$ cat config.mk
export PLATFORM = sky130hd
export DESIGN_NAME = script_token_scanner
export DESIGN_NICKNAME = d
export VERILOG_FILES = /design/src/rtl/sts_pkg.sv /design/src/rtl/sts_lexer.sv /design/src/rtl/sts_res_fifo.sv /design/src/rtl/script_token_scanner.sv
export SDC_FILE = /design/constraint.sdc
export NUM_CORES = 1
export LEC_CHECK = 0
export ABC_AREA = 1
export BUFFER_PORTS_ARGS = -buffer_cell sky130_fd_sc_hd__buf_2
export CAP_MARGIN = 20
export CORE_MARGIN = 1
export CORE_UTILIZATION = 35
export DETAILED_ROUTE_END_ITERATION = 10
export PLACE_DENSITY = 0.57
export SLEW_MARGIN = 10
export SYNTH_ARGS = -nofsm -noshare
export SYNTH_HDL_FRONTEND = slang
export SYNTH_SLANG_ARGS = --single-unit
$ cat constraint.sdc
create_clock -name aclk -period 15.6 [get_ports aclk]
set_input_delay 2.34 -clock aclk [delete_from_list [all_inputs] [get_ports aclk]]
set_output_delay 2.34 -clock aclk [all_outputs]
set_load 0.05 [all_outputs]
$ cat src/rtl/sts_pkg.sv
// Shared types, token codes and the keyword lookup of the script token scanner.
package sts_pkg;

    localparam int POSITION_BITS = 24;
    localparam int LENGTH_BITS   = 16;
    localparam int LINE_BITS     = 24;
    localparam int PREFIX_BYTES  = 6;
    localparam int PREFIX_BITS   = 8 * PREFIX_BYTES;
    localparam int KW_COUNT      = 16;

    localparam logic [POSITION_BITS-1:0] POS_MAX  = '1;
    localparam logic [LENGTH_BITS-1:0]   LEN_MAX  = '1;
    localparam logic [LINE_BITS-1:0]     LINE_MAX = '1;

    localparam logic [5:0] K_END      = 6'd0;
    localparam logic [5:0] K_ERR      = 6'd1;
    localparam logic [5:0] K_NUM      = 6'd2;
    localparam logic [5:0] K_STR      = 6'd3;
    localparam logic [5:0] K_IDENT    = 6'd4;
    localparam logic [5:0] K_KW0      = 6'd5;
    localparam logic [5:0] K_LPAREN   = 6'd21;
    localparam logic [5:0] K_RPAREN   = 6'd22;
    localparam logic [5:0] K_LBRACE   = 6'd23;
    localparam logic [5:0] K_RBRACE   = 6'd24;
    localparam logic [5:0] K_SEMI     = 6'd25;
    localparam logic [5:0] K_COMMA    = 6'd26;
    localparam logic [5:0] K_DOT      = 6'd27;
    localparam logic [5:0] K_MINUS    = 6'd28;
    localparam logic [5:0] K_PLUS     = 6'd29;
    localparam logic [5:0] K_DIV      = 6'd30;
    localparam logic [5:0] K_MULT     = 6'd31;
    localparam logic [5:0] K_MOD      = 6'd32;
    localparam logic [5:0] K_BANG     = 6'd33;
    localparam logic [5:0] K_BANG_EQ  = 6'd34;
    localparam logic [5:0] K_ASSIGN   = 6'd35;
    localparam logic [5:0] K_EQ_EQ    = 6'd36;
    localparam logic [5:0] K_LT       = 6'd37;
    localparam logic [5:0] K_LE       = 6'd38;
    localparam logic [5:0] K_GT       = 6'd39;
    localparam logic [5:0] K_GE       = 6'd40;

    localparam logic [1:0] ERR_NONE       = 2'd0;
    localparam logic [1:0] ERR_UNEXPECTED = 2'd1;
    localparam logic [1:0] ERR_OPEN_STR   = 2'd2;

    typedef struct packed {
        logic [7:0] char_byte;
        logic       end_of_input;
    } sts_in_t;

    typedef struct packed {
        logic [5:0]               token_kind;
        logic [1:0]               error_code;
        logic [POSITION_BITS-1:0] token_start;
        logic [LENGTH_BITS-1:0]   token_length;
        logic [LINE_BITS-1:0]     line_number;
        logic                     last_of_run;
    } sts_out_t;

    // Keyword text, right aligned, in kind order.
    localparam logic [PREFIX_BITS-1:0] KW_TEXT [KW_COUNT] = '{
        48'h0000_0061_6e64, 48'h0063_6c61_7373, 48'h0000_656c_7365, 48'h0066_616c_7365,
        48'h0000_0066_6f72, 48'h0000_0064_6566, 48'h0000_0000_6966, 48'h0000_6e75_6c6c,
        48'h0000_0000_6f72, 48'h0070_7269_6e74, 48'h7265_7475_726e, 48'h0073_7570_6572,
        48'h0000_7468_6973, 48'h0000_7472_7565, 48'h0000_0076_6172, 48'h0077_6869_6c65
    };

    localparam logic [2:0] KW_LEN [KW_COUNT] = '{
        3'd3, 3'd5, 3'd4, 3'd5, 3'd3, 3'd3, 3'd2, 3'd4,
        3'd2, 3'd5, 3'd6, 3'd5, 3'd4, 3'd4, 3'd3, 3'd5
    };

    function automatic logic [5:0] kw_match(input logic [PREFIX_BITS-1:0] prefix,
                                            input logic [LENGTH_BITS-1:0] len);
        logic [5:0] kind;
        kind = K_IDENT;
        for (int k = KW_COUNT - 1; k >= 0; k--) begin
            if (len == LENGTH_BITS'(KW_LEN[k]) && prefix == KW_TEXT[k]) begin
                kind = K_KW0 + 6'(k);
            end
        end
        return kind;
    endfunction

endpackage

$ cat src/rtl/sts_lexer.sv
// Scanner state and the single-pass next-state and token logic.
module sts_lexer (
    input  logic              aclk,
    input  logic              aresetn,
    input  logic              step,
    input  sts_pkg::sts_in_t  item,
    output sts_pkg::sts_out_t res0,
    output sts_pkg::sts_out_t res1,
    output logic [1:0]        res_count
);
    import sts_pkg::*;

    localparam logic [7:0] CH_CR = 8'h0D;

    typedef enum logic [11:0] {
        M_IDLE    = 12'b0000_0000_0001,
        M_INT     = 12'b0000_0000_0010,
        M_FRAC    = 12'b0000_0000_0100,
        M_IDENT   = 12'b0000_0000_1000,
        M_STR     = 12'b0000_0001_0000,
        M_ESC     = 12'b0000_0010_0000,
        M_SLASH   = 12'b0000_0100_0000,
        M_COMMENT = 12'b0000_1000_0000,
        M_BANG    = 12'b0001_0000_0000,
        M_EQ      = 12'b0010_0000_0000,
        M_LT      = 12'b0100_0000_0000,
        M_GT      = 12'b1000_0000_0000
    } mode_t;

    mode_t                    mode_reg, mode_next;
    logic [POSITION_BITS-1:0] byte_pos_reg, byte_pos_next;
    logic [POSITION_BITS-1:0] start_reg, start_next;
    logic [LINE_BITS-1:0]     line_reg, line_next;
    logic [PREFIX_BITS-1:0]   prefix_reg, prefix_next;
    logic [LENGTH_BITS-1:0]   run_reg, run_next;

    logic [7:0]               c;
    logic                     is_dig, is_alp;
    logic [LENGTH_BITS-1:0]   ext_len;
    logic [PREFIX_BITS-1:0]   ext_prefix;
    logic [LINE_BITS-1:0]     line_inc;
    logic [5:0]               word_kind, single_kind;
    logic                     idle_go;
    logic                     pv, iv;
    logic [5:0]               pk, ik;
    logic [1:0]               perr, ierr;
    logic [LENGTH_BITS-1:0]   plen, ilen;
    sts_out_t                 pend_tok, idle_tok;

    assign c          = item.char_byte;
    assign is_dig     = c >= "0" && c <= "9";
    assign is_alp     = (c >= "a" && c <= "z") || (c >= "A" && c <= "Z") || c == "_";
    assign ext_len    = (run_reg == LEN_MAX) ? run_reg : run_reg + 1'b1;
    assign ext_prefix = (run_reg < LENGTH_BITS'(PREFIX_BYTES))
                        ? {prefix_reg[PREFIX_BITS-9:0], c} : prefix_reg;
    assign line_inc   = (line_reg == LINE_MAX) ? line_reg : line_reg + 1'b1;
    assign word_kind  = kw_match(prefix_reg, run_reg);

    always_comb begin
        case (mode_reg)
            M_SLASH: single_kind = K_DIV;
            M_BANG:  single_kind = K_BANG;
            M_EQ:    single_kind = K_ASSIGN;
            M_LT:    single_kind = K_LT;
            default: single_kind = K_GT;
        endcase
    end

    always_comb begin
        mode_next     = mode_reg;
        byte_pos_next = byte_pos_reg;
        start_next    = start_reg;
        line_next     = line_reg;
        prefix_next   = prefix_reg;
        run_next      = run_reg;
        idle_go       = 1'b0;
        pv            = 1'b0;
        pk            = K_NUM;
        perr          = ERR_NONE;
        plen          = run_reg;
        iv            = 1'b0;
        ik            = K_END;
        ierr          = ERR_NONE;
        ilen          = LENGTH_BITS'(1);

        if (item.end_of_input) begin
            case (mode_reg)
                M_INT, M_FRAC: begin
                    pv = 1'b1;
                    pk = K_NUM;
                end
                M_IDENT: begin
                    pv = 1'b1;
                    pk = word_kind;
                end
                M_STR, M_ESC: begin
                    pv   = 1'b1;
                    pk   = K_ERR;
                    perr = ERR_OPEN_STR;
                end
                M_SLASH, M_BANG, M_EQ, M_LT, M_GT: begin
                    pv = 1'b1;
                    pk = single_kind;
                end
                default: ;
            endcase
            mode_next = M_IDLE;
            iv        = 1'b1;
            ik        = K_END;
            ilen      = '0;
        end else begin
            case (mode_reg)
                M_INT: begin
                    if (is_dig || c == ".") begin
                        prefix_next = ext_prefix;
                        run_next    = ext_len;
                        if (c == ".") mode_next = M_FRAC;
                    end else begin
                        pv      = 1'b1;
                        pk      = K_NUM;
                        idle_go = 1'b1;
                    end
                end
                M_FRAC: begin
                    if (is_dig) begin
                        prefix_next = ext_prefix;
                        run_next    = ext_len;
                    end else begin
                        pv      = 1'b1;
                        pk      = K_NUM;
                        idle_go = 1'b1;
                    end
                end
                M_IDENT: begin
                    if (is_dig || is_alp) begin
                        prefix_next = ext_prefix;
                        run_next    = ext_len;
                    end else begin
                        pv      = 1'b1;
                        pk      = word_kind;
                        idle_go = 1'b1;
                    end
                end
                M_STR: begin
                    prefix_next = ext_prefix;
                    run_next    = ext_len;
                    if (c == "\"") begin
                        pv        = 1'b1;
                        pk        = K_STR;
                        plen      = ext_len;
                        mode_next = M_IDLE;
                    end else if (c == "\\") begin
                        mode_next = M_ESC;
                    end else if (c == "\n") begin
                        line_next = line_inc;
                    end
                end
                M_ESC: begin
                    prefix_next = ext_prefix;
                    run_next    = ext_len;
                    mode_next   = M_STR;
                end
                M_SLASH: begin
                    if (c == "/") begin
                        mode_next = M_COMMENT;
                    end else begin
                        pv      = 1'b1;
                        pk      = K_DIV;
                        idle_go = 1'b1;
                    end
                end
                M_COMMENT: begin
                    if (c == "\n") begin
                        line_next = line_inc;
                        mode_next = M_IDLE;
                    end
                end
                M_BANG, M_EQ, M_LT, M_GT: begin
                    if (c == "=") begin
                        prefix_next = ext_prefix;
                        run_next    = ext_len;
                        pv          = 1'b1;
                        plen        = ext_len;
                        mode_next   = M_IDLE;
                        case (mode_reg)
                            M_BANG:  pk = K_BANG_EQ;
                            M_EQ:    pk = K_EQ_EQ;
                            M_LT:    pk = K_LE;
                            default: pk = K_GE;
                        endcase
                    end else begin
                        pv      = 1'b1;
                        pk      = single_kind;
                        idle_go = 1'b1;
                    end
                end
                default: idle_go = 1'b1;
            endcase

            // Byte seen between tokens
            if (idle_go) begin
                mode_next = M_IDLE;
                if (c == " " || c == "\t" || c == CH_CR) begin
                    mode_next = M_IDLE;
                end else if (c == "\n") begin
                    line_next = line_inc;
                end else if (is_dig || is_alp || c == "\"" || c == "/" || c == "!" ||
                             c == "=" || c == "<" || c == ">") begin
                    start_next  = byte_pos_reg;
                    run_next    = LENGTH_BITS'(1);
                    prefix_next = PREFIX_BITS'(c);
                    if (is_dig)        mode_next = M_INT;
                    else if (is_alp)   mode_next = M_IDENT;
                    else if (c == "\"") mode_next = M_STR;
                    else if (c == "/") mode_next = M_SLASH;
                    else if (c == "!") mode_next = M_BANG;
                    else if (c == "=") mode_next = M_EQ;
                    else if (c == "<") mode_next = M_LT;
                    else               mode_next = M_GT;
                end else begin
                    iv = 1'b1;
                    case (c)
                        "(":     ik = K_LPAREN;
                        ")":     ik = K_RPAREN;
                        "{":     ik = K_LBRACE;
                        "}":     ik = K_RBRACE;
                        ";":     ik = K_SEMI;
                        ",":     ik = K_COMMA;
                        ".":     ik = K_DOT;
                        "-":     ik = K_MINUS;
                        "+":     ik = K_PLUS;
                        "*":     ik = K_MULT;
                        "%":     ik = K_MOD;
                        default: begin
                            ik   = K_ERR;
                            ierr = ERR_UNEXPECTED;
                        end
                    endcase
                end
            end

            if (byte_pos_reg != POS_MAX) byte_pos_next = byte_pos_reg + 1'b1;
        end
    end

    always_comb begin
        pend_tok.token_kind   = pk;
        pend_tok.error_code   = perr;
        pend_tok.token_start  = start_reg;
        pend_tok.token_length = plen;
        pend_tok.line_number  = line_reg;
        pend_tok.last_of_run  = !iv;

        idle_tok.token_kind   = ik;
        idle_tok.error_code   = ierr;
        idle_tok.token_start  = byte_pos_reg;
        idle_tok.token_length = ilen;
        idle_tok.line_number  = line_reg;
        idle_tok.last_of_run  = 1'b1;

        res0      = pv ? pend_tok : idle_tok;
        res1      = idle_tok;
        res_count = {1'b0, pv} + {1'b0, iv};
    end

    always_ff @(posedge aclk) begin
        if (!aresetn) begin
            mode_reg     <= M_IDLE;
            byte_pos_reg <= '0;
            start_reg    <= '0;
            line_reg     <= '0;
            prefix_reg   <= '0;
            run_reg      <= '0;
        end else if (step) begin
            mode_reg     <= mode_next;
            byte_pos_reg <= byte_pos_next;
            start_reg    <= start_next;
            line_reg     <= line_next;
            prefix_reg   <= prefix_next;
            run_reg      <= run_next;
        end
    end

endmodule

$ cat src/rtl/sts_res_fifo.sv
// Four-entry result queue taking up to two tokens and giving one per cycle while m_ready is high.
module sts_res_fifo (
    input  logic              aclk,
    input  logic              aresetn,
    input  logic [1:0]        push_count,
    input  sts_pkg::sts_out_t push0,
    input  sts_pkg::sts_out_t push1,
    output logic              room2,
    output logic              m_valid,
    input  logic              m_ready,
    output sts_pkg::sts_out_t m_data
);
    import sts_pkg::*;

    sts_out_t   mem_reg [4];
    logic [1:0] rd_ptr_reg, rd_ptr_next;
    logic [1:0] wr_ptr_reg, wr_ptr_next;
    logic [2:0] count_reg, count_next;
    logic       pop;

    assign room2   = count_reg <= 3'd2;
    assign m_valid = count_reg != 3'd0;
    assign m_data  = mem_reg[rd_ptr_reg];
    assign pop     = m_valid && m_ready;

    assign rd_ptr_next = rd_ptr_reg + {1'b0, pop};
    assign wr_ptr_next = wr_ptr_reg + push_count;
    assign count_next  = count_reg + {1'b0, push_count} - {2'b0, pop};

    always_ff @(posedge aclk) begin
        if (push_count != 2'd0) mem_reg[wr_ptr_reg] <= push0;
        if (push_count == 2'd2) mem_reg[wr_ptr_reg + 2'd1] <= push1;
    end

    always_ff @(posedge aclk) begin
        if (!aresetn) begin
            rd_ptr_reg <= '0;
            wr_ptr_reg <= '0;
            count_reg  <= '0;
        end else begin
            rd_ptr_reg <= rd_ptr_next;
            wr_ptr_reg <= wr_ptr_next;
            count_reg  <= count_next;
        end
    end

    a_count_bound: assert property (@(posedge aclk) disable iff (!aresetn)
        count_reg <= 3'd4)
        else $error("result queue overfilled");

    a_push_room: assert property (@(posedge aclk) disable iff (!aresetn)
        push_count != 2'd0 |-> count_reg <= 3'd2)
        else $error("push without room");

    a_push_count: assert property (@(posedge aclk) disable iff (!aresetn)
        push_count != 2'd3)
        else $error("more than two tokens from one transaction");

    a_last_flag: assert property (@(posedge aclk) disable iff (!aresetn)
        push_count == 2'd2 |-> !push0.last_of_run && push1.last_of_run)
        else $error("last_of_run misplaced in a token pair");

endmodule

$ cat src/rtl/script_token_scanner.sv
// Top level of the script token scanner: input register, lexer and result queue.
//
// One source byte (or end-of-input mark) is taken per cycle, while s_ready is
// high, into an input register; the lexer works it in one pass and writes its
// zero, one or two tokens into a four-entry result queue, which gives one
// token per cycle while m_ready is high. A new byte can be taken while earlier
// tokens still wait in the queue. A token is registered in the queue before it
// appears on m_data. s_ready drops only when the queue holds more than two
// tokens. Keyword lookup is a parallel compare of the first six identifier
// bytes. No clearing pass after reset.
module script_token_scanner (
    input  logic              aclk,
    input  logic              aresetn,
    input  logic              s_valid,
    output logic              s_ready,
    input  sts_pkg::sts_in_t  s_data,
    output logic              m_valid,
    input  logic              m_ready,
    output sts_pkg::sts_out_t m_data
);
    import sts_pkg::*;

    sts_in_t    in_reg;
    logic       in_valid_reg;
    logic       room2;
    logic       consume;
    logic [1:0] res_count;
    logic [1:0] push_count;
    sts_out_t   res0, res1;

    assign consume    = in_valid_reg && room2;
    assign s_ready    = !in_valid_reg || consume;
    assign push_count = consume ? res_count : 2'd0;

    always_ff @(posedge aclk) begin
        if (!aresetn) begin
            in_valid_reg <= 1'b0;
        end else if (s_ready) begin
            in_valid_reg <= s_valid;
        end
    end

    always_ff @(posedge aclk) begin
        if (s_ready && s_valid) in_reg <= s_data;
    end

    sts_lexer u_lexer (
        .aclk      (aclk),
        .aresetn   (aresetn),
        .step      (consume),
        .item      (in_reg),
        .res0      (res0),
        .res1      (res1),
        .res_count (res_count)
    );

    sts_res_fifo u_fifo (
        .aclk       (aclk),
        .aresetn    (aresetn),
        .push_count (push_count),
        .push0      (res0),
        .push1      (res1),
        .room2      (room2),
        .m_valid    (m_valid),
        .m_ready    (m_ready),
        .m_data     (m_data)
    );

endmodule
==> impl_metrics.ini, run 1 <==
[logic_synthesis]
synth_enable_flop_cells = 233
yosys_most_used_dff = sky130_fd_sc_hd__edfxtp_1
synth.yosys.seq_area_share = 0.412
syn-cell-area_sq_um = 27900
synth-async-reset-ratio = 0
synth-seq-cells = 457
synthesis.nets = 4030
number_of_instances_in_the_synthesized_netlist = 4004
post_synth.cell_area_avg_sq_um = 6.97
ys.warnings.count = 0
yosysUniqueCellTypes = 51

[setup_path]
cp-start-kind = flop
endpoint_kind = flop
regToRegEndpoint = u_fifo.mem_reg[1][5]$_DFFE_PP_
reg2reg_setup_slack_ps = 8680
cp_data_arrival_time_ps = 7310
worst_reg_to_reg_cells = 21
cp_data_required_time_ps = 15990
path_max_fanout = 60
setup.worst_path.class = flop to flop
reg_to_reg_critical_path_startpoint = u_lexer.mode_reg[9]$_SDFFE_PN0P_

[die]
cell_rows = 103
starting_density = 0.354
die_h_um = 284
num_io_pins = 88
fp.coreArea_sq_um = 78900
die_width_um = 284
floorplan.die_area_sq_um = 80800

[clock_network]
post_cts_hold_buffer_count = 0
cts-root-buf = sky130_fd_sc_hd__clkbuf_16
clock_sink_count = 457
cts_buffer_depth = 3
post_cts_resize_count = 0
cts.clk_slew.worst_paths_ps = 60
insertion_delay_ps = 640
tritoncts = built
post_cts_buffers = 0
clock_tree.htree_level_count = 2
cts_made_buffers = 54

[global_routing]
global_route.overflow_total = 0
first_global_vias = 25258
total_grt_usage = 0.232
antenna_found_initial = 2
grt_start_max_net_pins = 89
first_pass_grt_wire_length_mm = 150

[final_layout]
final-seq-area_sq_um = 11500
final_core_utilization = 0.390
layout-area-overhead-vs-synth_pct = 10.3
largest_register_ff_count = 292
fillCellCount = 8377
fin_nets = 3940
mostFrequentLayoutCell = sky130_fd_sc_hd__nand2_1
share_of_final_layout_standard_cells_stronger_than_drive_strength_1 = 0.0758
mostFrequentLayoutCells = sky130_fd_sc_hd__nand2_1 (996), sky130_fd_sc_hd__nor2_1 (557), sky130_fd_sc_hd__o21ai_0 (340)
total_area_of_multi_input_combinational_cells_sq_um = 14200

[worst_hold_path]
holdCritStartpoint = u_fifo.mem_reg[2][38]$_SDFFE_PP0P_
hold_path_end = u_fifo.mem_reg[2][38]$_SDFFE_PP0P_
min_path_type = flop to flop
whs_path_depth = 2

[pwr]
power.share.combinational = 0.338
internal_power_uw = 2390
power.switching_uw = 1700
total_power_density_per_cell_area_nw_per_um2 = 133
leakage_power_summed_over_all_cells_uw = 0.0113
ir_drop_mv = 0.0976
power_switching_share = 0.415
share_of_power_burned_in_registers = 0.336
clk_pwr_share = 0.326

[route]
drc = 0
detailroute.via_count = 27491
drtIter0Drc = 2561
viasPerCell = 5.49
wirelength_mm = 96.2
detail-route-antenna-nets = 0
wl_cell_um = 19.2
drt_pass1_iterations = 7

[timing]
max_transition_viols_final = 0
hold_viol_final = 0
grt_setup_unrepaired = false
finalWorstPathRequiredPeriod_ps = 6920
period_utilisation_layout = 0.444
report.final.setup_viol = 0
worst_case_clock_skew_ps = 31.1
slew-limit-headroom = 0.286
max_clock_freq_ghz = 0.144
hold_slack_ps = 449
worst_slew_pin_slew_ps = 1060
final_sum_of_negative_setup_slack_ps = 0

[status]
run_status = complete, no violations

[place]
globalplace.congestion = 0.923
io_buffer_count = 87
dpl.hpwl_mm = 60.3

[flow_run]
drv.max_cap_violation_count = 0
[layer usage]
| layer | vias to the layer above | wire [um] | share of wire | global-route usage |
|---|---|---|---|---|
| met5 | - | 27 | 0.00028 | 0 |
| met4 | 4 | 1780 | 0.018 | 0.0517 |
| met3 | 120 | 7330 | 0.076 | 0.0335 |
| met2 | 1010 | 42900 | 0.45 | 0.366 |
| met1 | 12879 | 44200 | 0.46 | 0.333 |
| li1 | 13478 | - | - | - |
[kinds of logic (layout without fill, tap and decap cells)]
logic type,count (synthesis),in the layout,share of synthesized area
AND/OR/NAND/NOR,1971,1971,0.293
adder cells (fa/ha/maj),13,13,0.00610
other,0,2,0
AO/OA/AOI/OAI,954,954,0.199
buffers and inverters,580,535,0.0810
flip-flops,457,457,0.412
XOR/XNOR,29,29,0.00911
[area by class of cell]
cell class	count	share of cell area
diodes	2	0.000163
well taps	1050	0.0427
multi-input cells	2967	0.462
inverters	310	0.0380
flip-flops and latches	457	0.373
repair buffers	124	0.0232
clock buffers	81	0.0510
clock inverters	20	0.00976
[critical path, stage by stage (launching register included)]
cell and delay, ps:
sky130_fd_sc_hd__dfxtp_1 380, sky130_fd_sc_hd__inv_2 50, sky130_fd_sc_hd__nand2_1 110, sky130_fd_sc_hd__nor3_1 80, sky130_fd_sc_hd__o21ai_2 230, sky130_fd_sc_hd__nand3_4 280
sky130_fd_sc_hd__inv_2 710, sky130_fd_sc_hd__nand3_1 320, sky130_fd_sc_hd__nand2_2 140, sky130_fd_sc_hd__buf_4 460, sky130_fd_sc_hd__inv_2 480, sky130_fd_sc_hd__ha_1 460
sky130_fd_sc_hd__inv_1 60, sky130_fd_sc_hd__nor2_1 60, sky130_fd_sc_hd__nor2_1 160, sky130_fd_sc_hd__inv_1 80, sky130_fd_sc_hd__nand2_1 60, sky130_fd_sc_hd__buf_4 390
sky130_fd_sc_hd__nand2_4 660, sky130_fd_sc_hd__inv_1 1000, sky130_fd_sc_hd__buf_4 390, sky130_fd_sc_hd__nor2_1 80
[synthesized netlist by cell type, types with 7 or more instances]
| library cell | n | area share |
|---|---|---|
| sky130_fd_sc_hd__nor4_1 | 19 | 0.0043 |
| sky130_fd_sc_hd__buf_4 | 9 | 0.0024 |
| sky130_fd_sc_hd__clkinv_1 | 12 | 0.0016 |
| sky130_fd_sc_hd__xor2_1 | 27 | 0.0085 |
| sky130_fd_sc_hd__o21ai_1 | 41 | 0.0074 |
| sky130_fd_sc_hd__o211ai_1 | 182 | 0.049 |
| sky130_fd_sc_hd__nor2_4 | 7 | 0.0028 |
| sky130_fd_sc_hd__nor3_1 | 63 | 0.011 |
| sky130_fd_sc_hd__dfxtp_1 | 224 | 0.16 |
| sky130_fd_sc_hd__ha_1 | 12 | 0.0054 |
| sky130_fd_sc_hd__nand4_1 | 41 | 0.0092 |
| sky130_fd_sc_hd__nand2_1 | 1000 | 0.13 |
| sky130_fd_sc_hd__nor2_2 | 11 | 0.0025 |
| sky130_fd_sc_hd__inv_2 | 27 | 0.0036 |
| sky130_fd_sc_hd__clkbuf_1 | 218 | 0.029 |
| sky130_fd_sc_hd__nand3_1 | 233 | 0.042 |
| sky130_fd_sc_hd__buf_2 | 26 | 0.0047 |
| sky130_fd_sc_hd__inv_1 | 271 | 0.036 |
| sky130_fd_sc_hd__buf_1 | 15 | 0.0020 |
| sky130_fd_sc_hd__nand2_2 | 10 | 0.0022 |
| sky130_fd_sc_hd__a21oi_1 | 158 | 0.028 |
| sky130_fd_sc_hd__edfxtp_1 | 233 | 0.25 |
| sky130_fd_sc_hd__nor2_1 | 558 | 0.075 |
| sky130_fd_sc_hd__o21ai_0 | 340 | 0.061 |
| sky130_fd_sc_hd__o22ai_1 | 216 | 0.048 |
[power by group through the flow]
stage / Clock (uW) / Combinational (uW) / Sequential, uW
after floorplan: 0 / 991 / 1390
after global placement: 0 / 1380 / 1400
after detailed placement: 0 / 1380 / 1400
after CTS: 1350 / 1380 / 1370
after global routing: 1390 / 1470 / 1380
final: 1330 / 1380 / 1370
[how the worst max path moves through the flow]
stage          slack (ps)                        startpoint                            endpoint  cells past startpoint
6_report             8680  u_lexer.mode_reg[9]$_SDFFE_PN0P_      u_fifo.mem_reg[1][5]$_DFFE_PP_                     21
5_1_grt              8130  u_lexer.mode_reg[0]$_SDFFE_PN1P_      u_fifo.mem_reg[1][5]$_DFFE_PP_                     21
4_1_cts              8620  u_lexer.mode_reg[9]$_SDFFE_PN0P_      u_fifo.mem_reg[1][5]$_DFFE_PP_                     21
3_5_place_dp         8600  u_lexer.mode_reg[9]$_SDFFE_PN0P_      u_fifo.mem_reg[1][5]$_DFFE_PP_                     21
3_3_place_gp         8800  u_lexer.mode_reg[9]$_SDFFE_PN0P_      u_fifo.mem_reg[1][8]$_DFFE_PP_                     21
2_1_floorplan       10690               in_reg[8]$_DFFE_PP_  u_fifo.mem_reg[3][26]$_SDFFE_PP0N_                     23
[through the flow]
step	cells	cell area (sq um)	setup WS, ps	total power [uW]
floorplan	4004	27900	10690	2380
global placement	4907	28900	8800	2770
detailed placement	4908	28900	8600	2780
CTS	5009	30800	8620	4110
global route	5009	30800	8130	4250
finish	5011	30800	8680	4090
Note: power is estimated with default switching activity, not from simulation.
==> run 2: changes to the inputs <==
--- a/config.mk
+++ b/config.mk
@@ -11,7 +11,7 @@
 export CORE_MARGIN = 1
 export CORE_UTILIZATION = 35
 export DETAILED_ROUTE_END_ITERATION = 10
-export PLACE_DENSITY = 0.57
+export PLACE_DENSITY = 0.59
 export SLEW_MARGIN = 10
 export SYNTH_ARGS = -nofsm -noshare
 export SYNTH_HDL_FRONTEND = slang
==> constraint.sdc (replaced) <==
create_clock -name aclk -period 6 [get_ports aclk]
set_input_delay 0.9 -clock aclk [delete_from_list [all_inputs] [get_ports aclk]]
set_output_delay 0.9 -clock aclk [all_outputs]
set_load 0.05 [all_outputs]
==> run 2 against run 1 <==
Against the previous run:
- setup slack lost 7800 ps
- critical path depth up 2
- non-clock buffer count rose by 10
- combinational power rose to 2.6 times the previous value
- first-iteration DRC count rose by 14%
- maximum frequency grew 36%
- worst hold slack better by 1.9 ps
- wire length decreased by 2.2%
- die area unchanged
- critical endpoint is now u_fifo.mem_reg[0][65]$_DFFE_PP_
- highest routed layer unchanged
==> impl_metrics.ini, run 2 (same netlist as run 1, synthesis figures left out) <==
[timing]
final_sum_of_negative_setup_slack_ps = 0
finalWorstPathRequiredPeriod_ps = 5080
hold_viol_final = 0
worst_slew_pin_slew_ps = 1170
report.final.setup_viol = 0
slew-limit-headroom = 0.218
max_transition_viols_final = 0
grt_setup_unrepaired = false
period_utilisation_layout = 0.846
worst_case_clock_skew_ps = 34.2
max_clock_freq_ghz = 0.197
setup_ws_final_ps = 922

[global_routing]
grt_start_max_net_pins = 88
total_grt_usage = 0.226
first_pass_grt_wire_length_mm = 147
global_route.overflow_total = 0
antenna_found_initial = 5
first_global_vias = 25186

[clock_network]
cts_buffer_depth = 3
clock_tree.htree_level_count = 2
cts-root-buf = sky130_fd_sc_hd__clkbuf_16
post_cts_buffers = 0
tritoncts = built
post_cts_hold_buffer_count = 0
clock_sink_count = 457
post_cts_resize_count = 0
cts_made_buffers = 52
cts.clk_slew.worst_paths_ps = 60
insertion_delay_ps = 630

[pwr]
total_power_density_per_cell_area_nw_per_um2 = 339
leakage_power_summed_over_all_cells_uw = 0.0113
ir_drop_mv = 0.249

[final_layout]
finalNonFillerCells = 5017
mostFrequentLayoutCell = sky130_fd_sc_hd__nand2_1
share_of_final_layout_standard_cells_stronger_than_drive_strength_1 = 0.0767
fin_nets = 3948
mostFrequentLayoutCells = sky130_fd_sc_hd__nand2_1 (996), sky130_fd_sc_hd__nor2_1 (558), sky130_fd_sc_hd__o21ai_0 (340)
layout.cell_area.non_filler_sq_um = 30700
layout-area-overhead-vs-synth_pct = 10.0
largest_register_ff_count = 292

[worst_hold_path]
min_path_type = flop to flop
hold_path_end = u_fifo.mem_reg[1][31]$_SDFFE_PP0P_
whs_path_depth = 2
holdCritStartpoint = u_fifo.mem_reg[1][31]$_SDFFE_PP0P_

[setup_path]
worst_reg_to_reg_cells = 23
path_max_fanout = 42
setup.worst_path.class = flop to flop
critPathMaxStageDelay_ps = 660
reg_to_reg_critical_path_startpoint = u_lexer.mode_reg[4]$_SDFFE_PN0P_
reg2reg_setup_slack_ps = 920
critical_path.cell_chain = nor2_2 -> nand3_2 -> nor2_2 -> nand4_2 -> nand3_4 -> nand2_2 -> nand3_2 -> nor2_4 -> nand2_4 -> nand3_1 -> nand2_1 -> ha_1 -> inv_1 -> nor2_1 -> inv_2 -> nor2_1 -> inv_1 -> nor2_2 -> inv_2 -> nand2_4 -> buf_4 -> o21ai_1 -> nor2_1
critPathTopFamily = simple AND/OR/NAND/NOR gates
cp_data_arrival_time_ps = 5560
regToRegEndpoint = u_fifo.mem_reg[0][65]$_DFFE_PP_
cp_data_required_time_ps = 6480
cp-start-kind = flop
critPathBufInv = 5
endpoint_kind = flop
cp_slowest_cell = sky130_fd_sc_hd__buf_4

[route]
detail-route-antenna-nets = 0
detailroute.via_count = 27611
drtIter0Drc = 2922
viasPerCell = 5.50
drc = 0
drt_pass1_iterations = 5
wl_cell_um = 18.7
wirelength_mm = 94.0

[status]
run_status = complete, no violations

[die]
fp.coreArea_sq_um = 78900
cell_rows = 103
num_io_pins = 88
die_width_um = 284
starting_density = 0.354
floorplan.die_area_sq_um = 80800
die_h_um = 284

[place]
io_buffer_count = 87
placed_cells_incl_taps = 4917
dpl.hpwl_mm = 60.0
place_area_sq_um = 29000
detailedPlace.worstSlack_ps = 1010
globalplace.congestion = 0.925

[flow_run]
drv.max_cap_violation_count = 0
==> run 2: cell count changes in the layout (fill, tap and decap cells not counted), sizes merged <==
cell,change
clkinv,+8
diode,-1
bufinv,-1
clkbuf,-11
buf,+10
clkinvlp,+1
==> run 2: power by group <==
| part | switching (uW) | internal, uW | leakage, uW |
|---|---|---|---|
| logic | 2840 | 708 | 0.00638 |
| registers | 129 | 3470 | 0.00406 |
| clock network | 1390 | 1870 | 0.000852 |
| total | 4350 | 6040 | 0.0113 |
==> run 2: cell type report <==
| type | count | area [sq um] |
|---|---|---|
| Antenna cell | 1 | 2.50 |
| Tap cell | 1050 | 1310 |
| Clock buffer | 70 | 1440 |
| Inverter | 310 | 1170 |
| Multi-Input combinational cell | 2967 | 14200 |
| Fill cell | 8346 | 48200 |
| Timing Repair Buffer | 134 | 792 |
| Clock inverter | 28 | 287 |
| Sequential cell | 457 | 11500 |
==> run 2: worst min-delay path: cells and delay by family, from the launching register on <==
family / cells / cell delay [ps]
flip-flops: 1 / 310
AND/OR/NAND/NOR: 2 / 100
==> run 2: how the worst max path moves through the flow <==
stage / startpoint / to / cells past startpoint
after floorplan: in_reg[8]$_DFFE_PP_ / u_fifo.mem_reg[3][26]$_SDFFE_PP0N_ / 23
after detailed placement: u_lexer.mode_reg[4]$_SDFFE_PN0P_ / u_fifo.mem_reg[0][65]$_DFFE_PP_ / 23
after global placement: u_lexer.mode_reg[4]$_SDFFE_PN0P_ / u_fifo.mem_reg[0][65]$_DFFE_PP_ / 23
after CTS: u_lexer.mode_reg[4]$_SDFFE_PN0P_ / u_fifo.mem_reg[0][65]$_DFFE_PP_ / 23
after global routing: u_lexer.mode_reg[0]$_SDFFE_PN1P_ / u_fifo.mem_reg[0][65]$_DFFE_PP_ / 23
final: u_lexer.mode_reg[4]$_SDFFE_PN0P_ / u_fifo.mem_reg[0][65]$_DFFE_PP_ / 23
==> run 2: layer usage <==
layer | GRT usage | wire length (um) | vias to the layer above
met3 | 0.0325 | 6680 | 146
met5 | 0 | 45 | -
met4 | 0.0577 | 1840 | 6
met2 | 0.355 | 41600 | 987
li1 | - | - | 13468
met1 | 0.324 | 43800 | 13004
==> run 2: stage by stage <==
stage | hold slack [ps] | total power [uW] | util
floorplan | 421 | 6180 | -
global placement | 433 | 7190 | 0.367
detailed placement | 437 | 7200 | 0.367
CTS | 446 | 10400 | 0.389
global route | 447 | 10800 | 0.389
finish | 451 | 10400 | 0.389
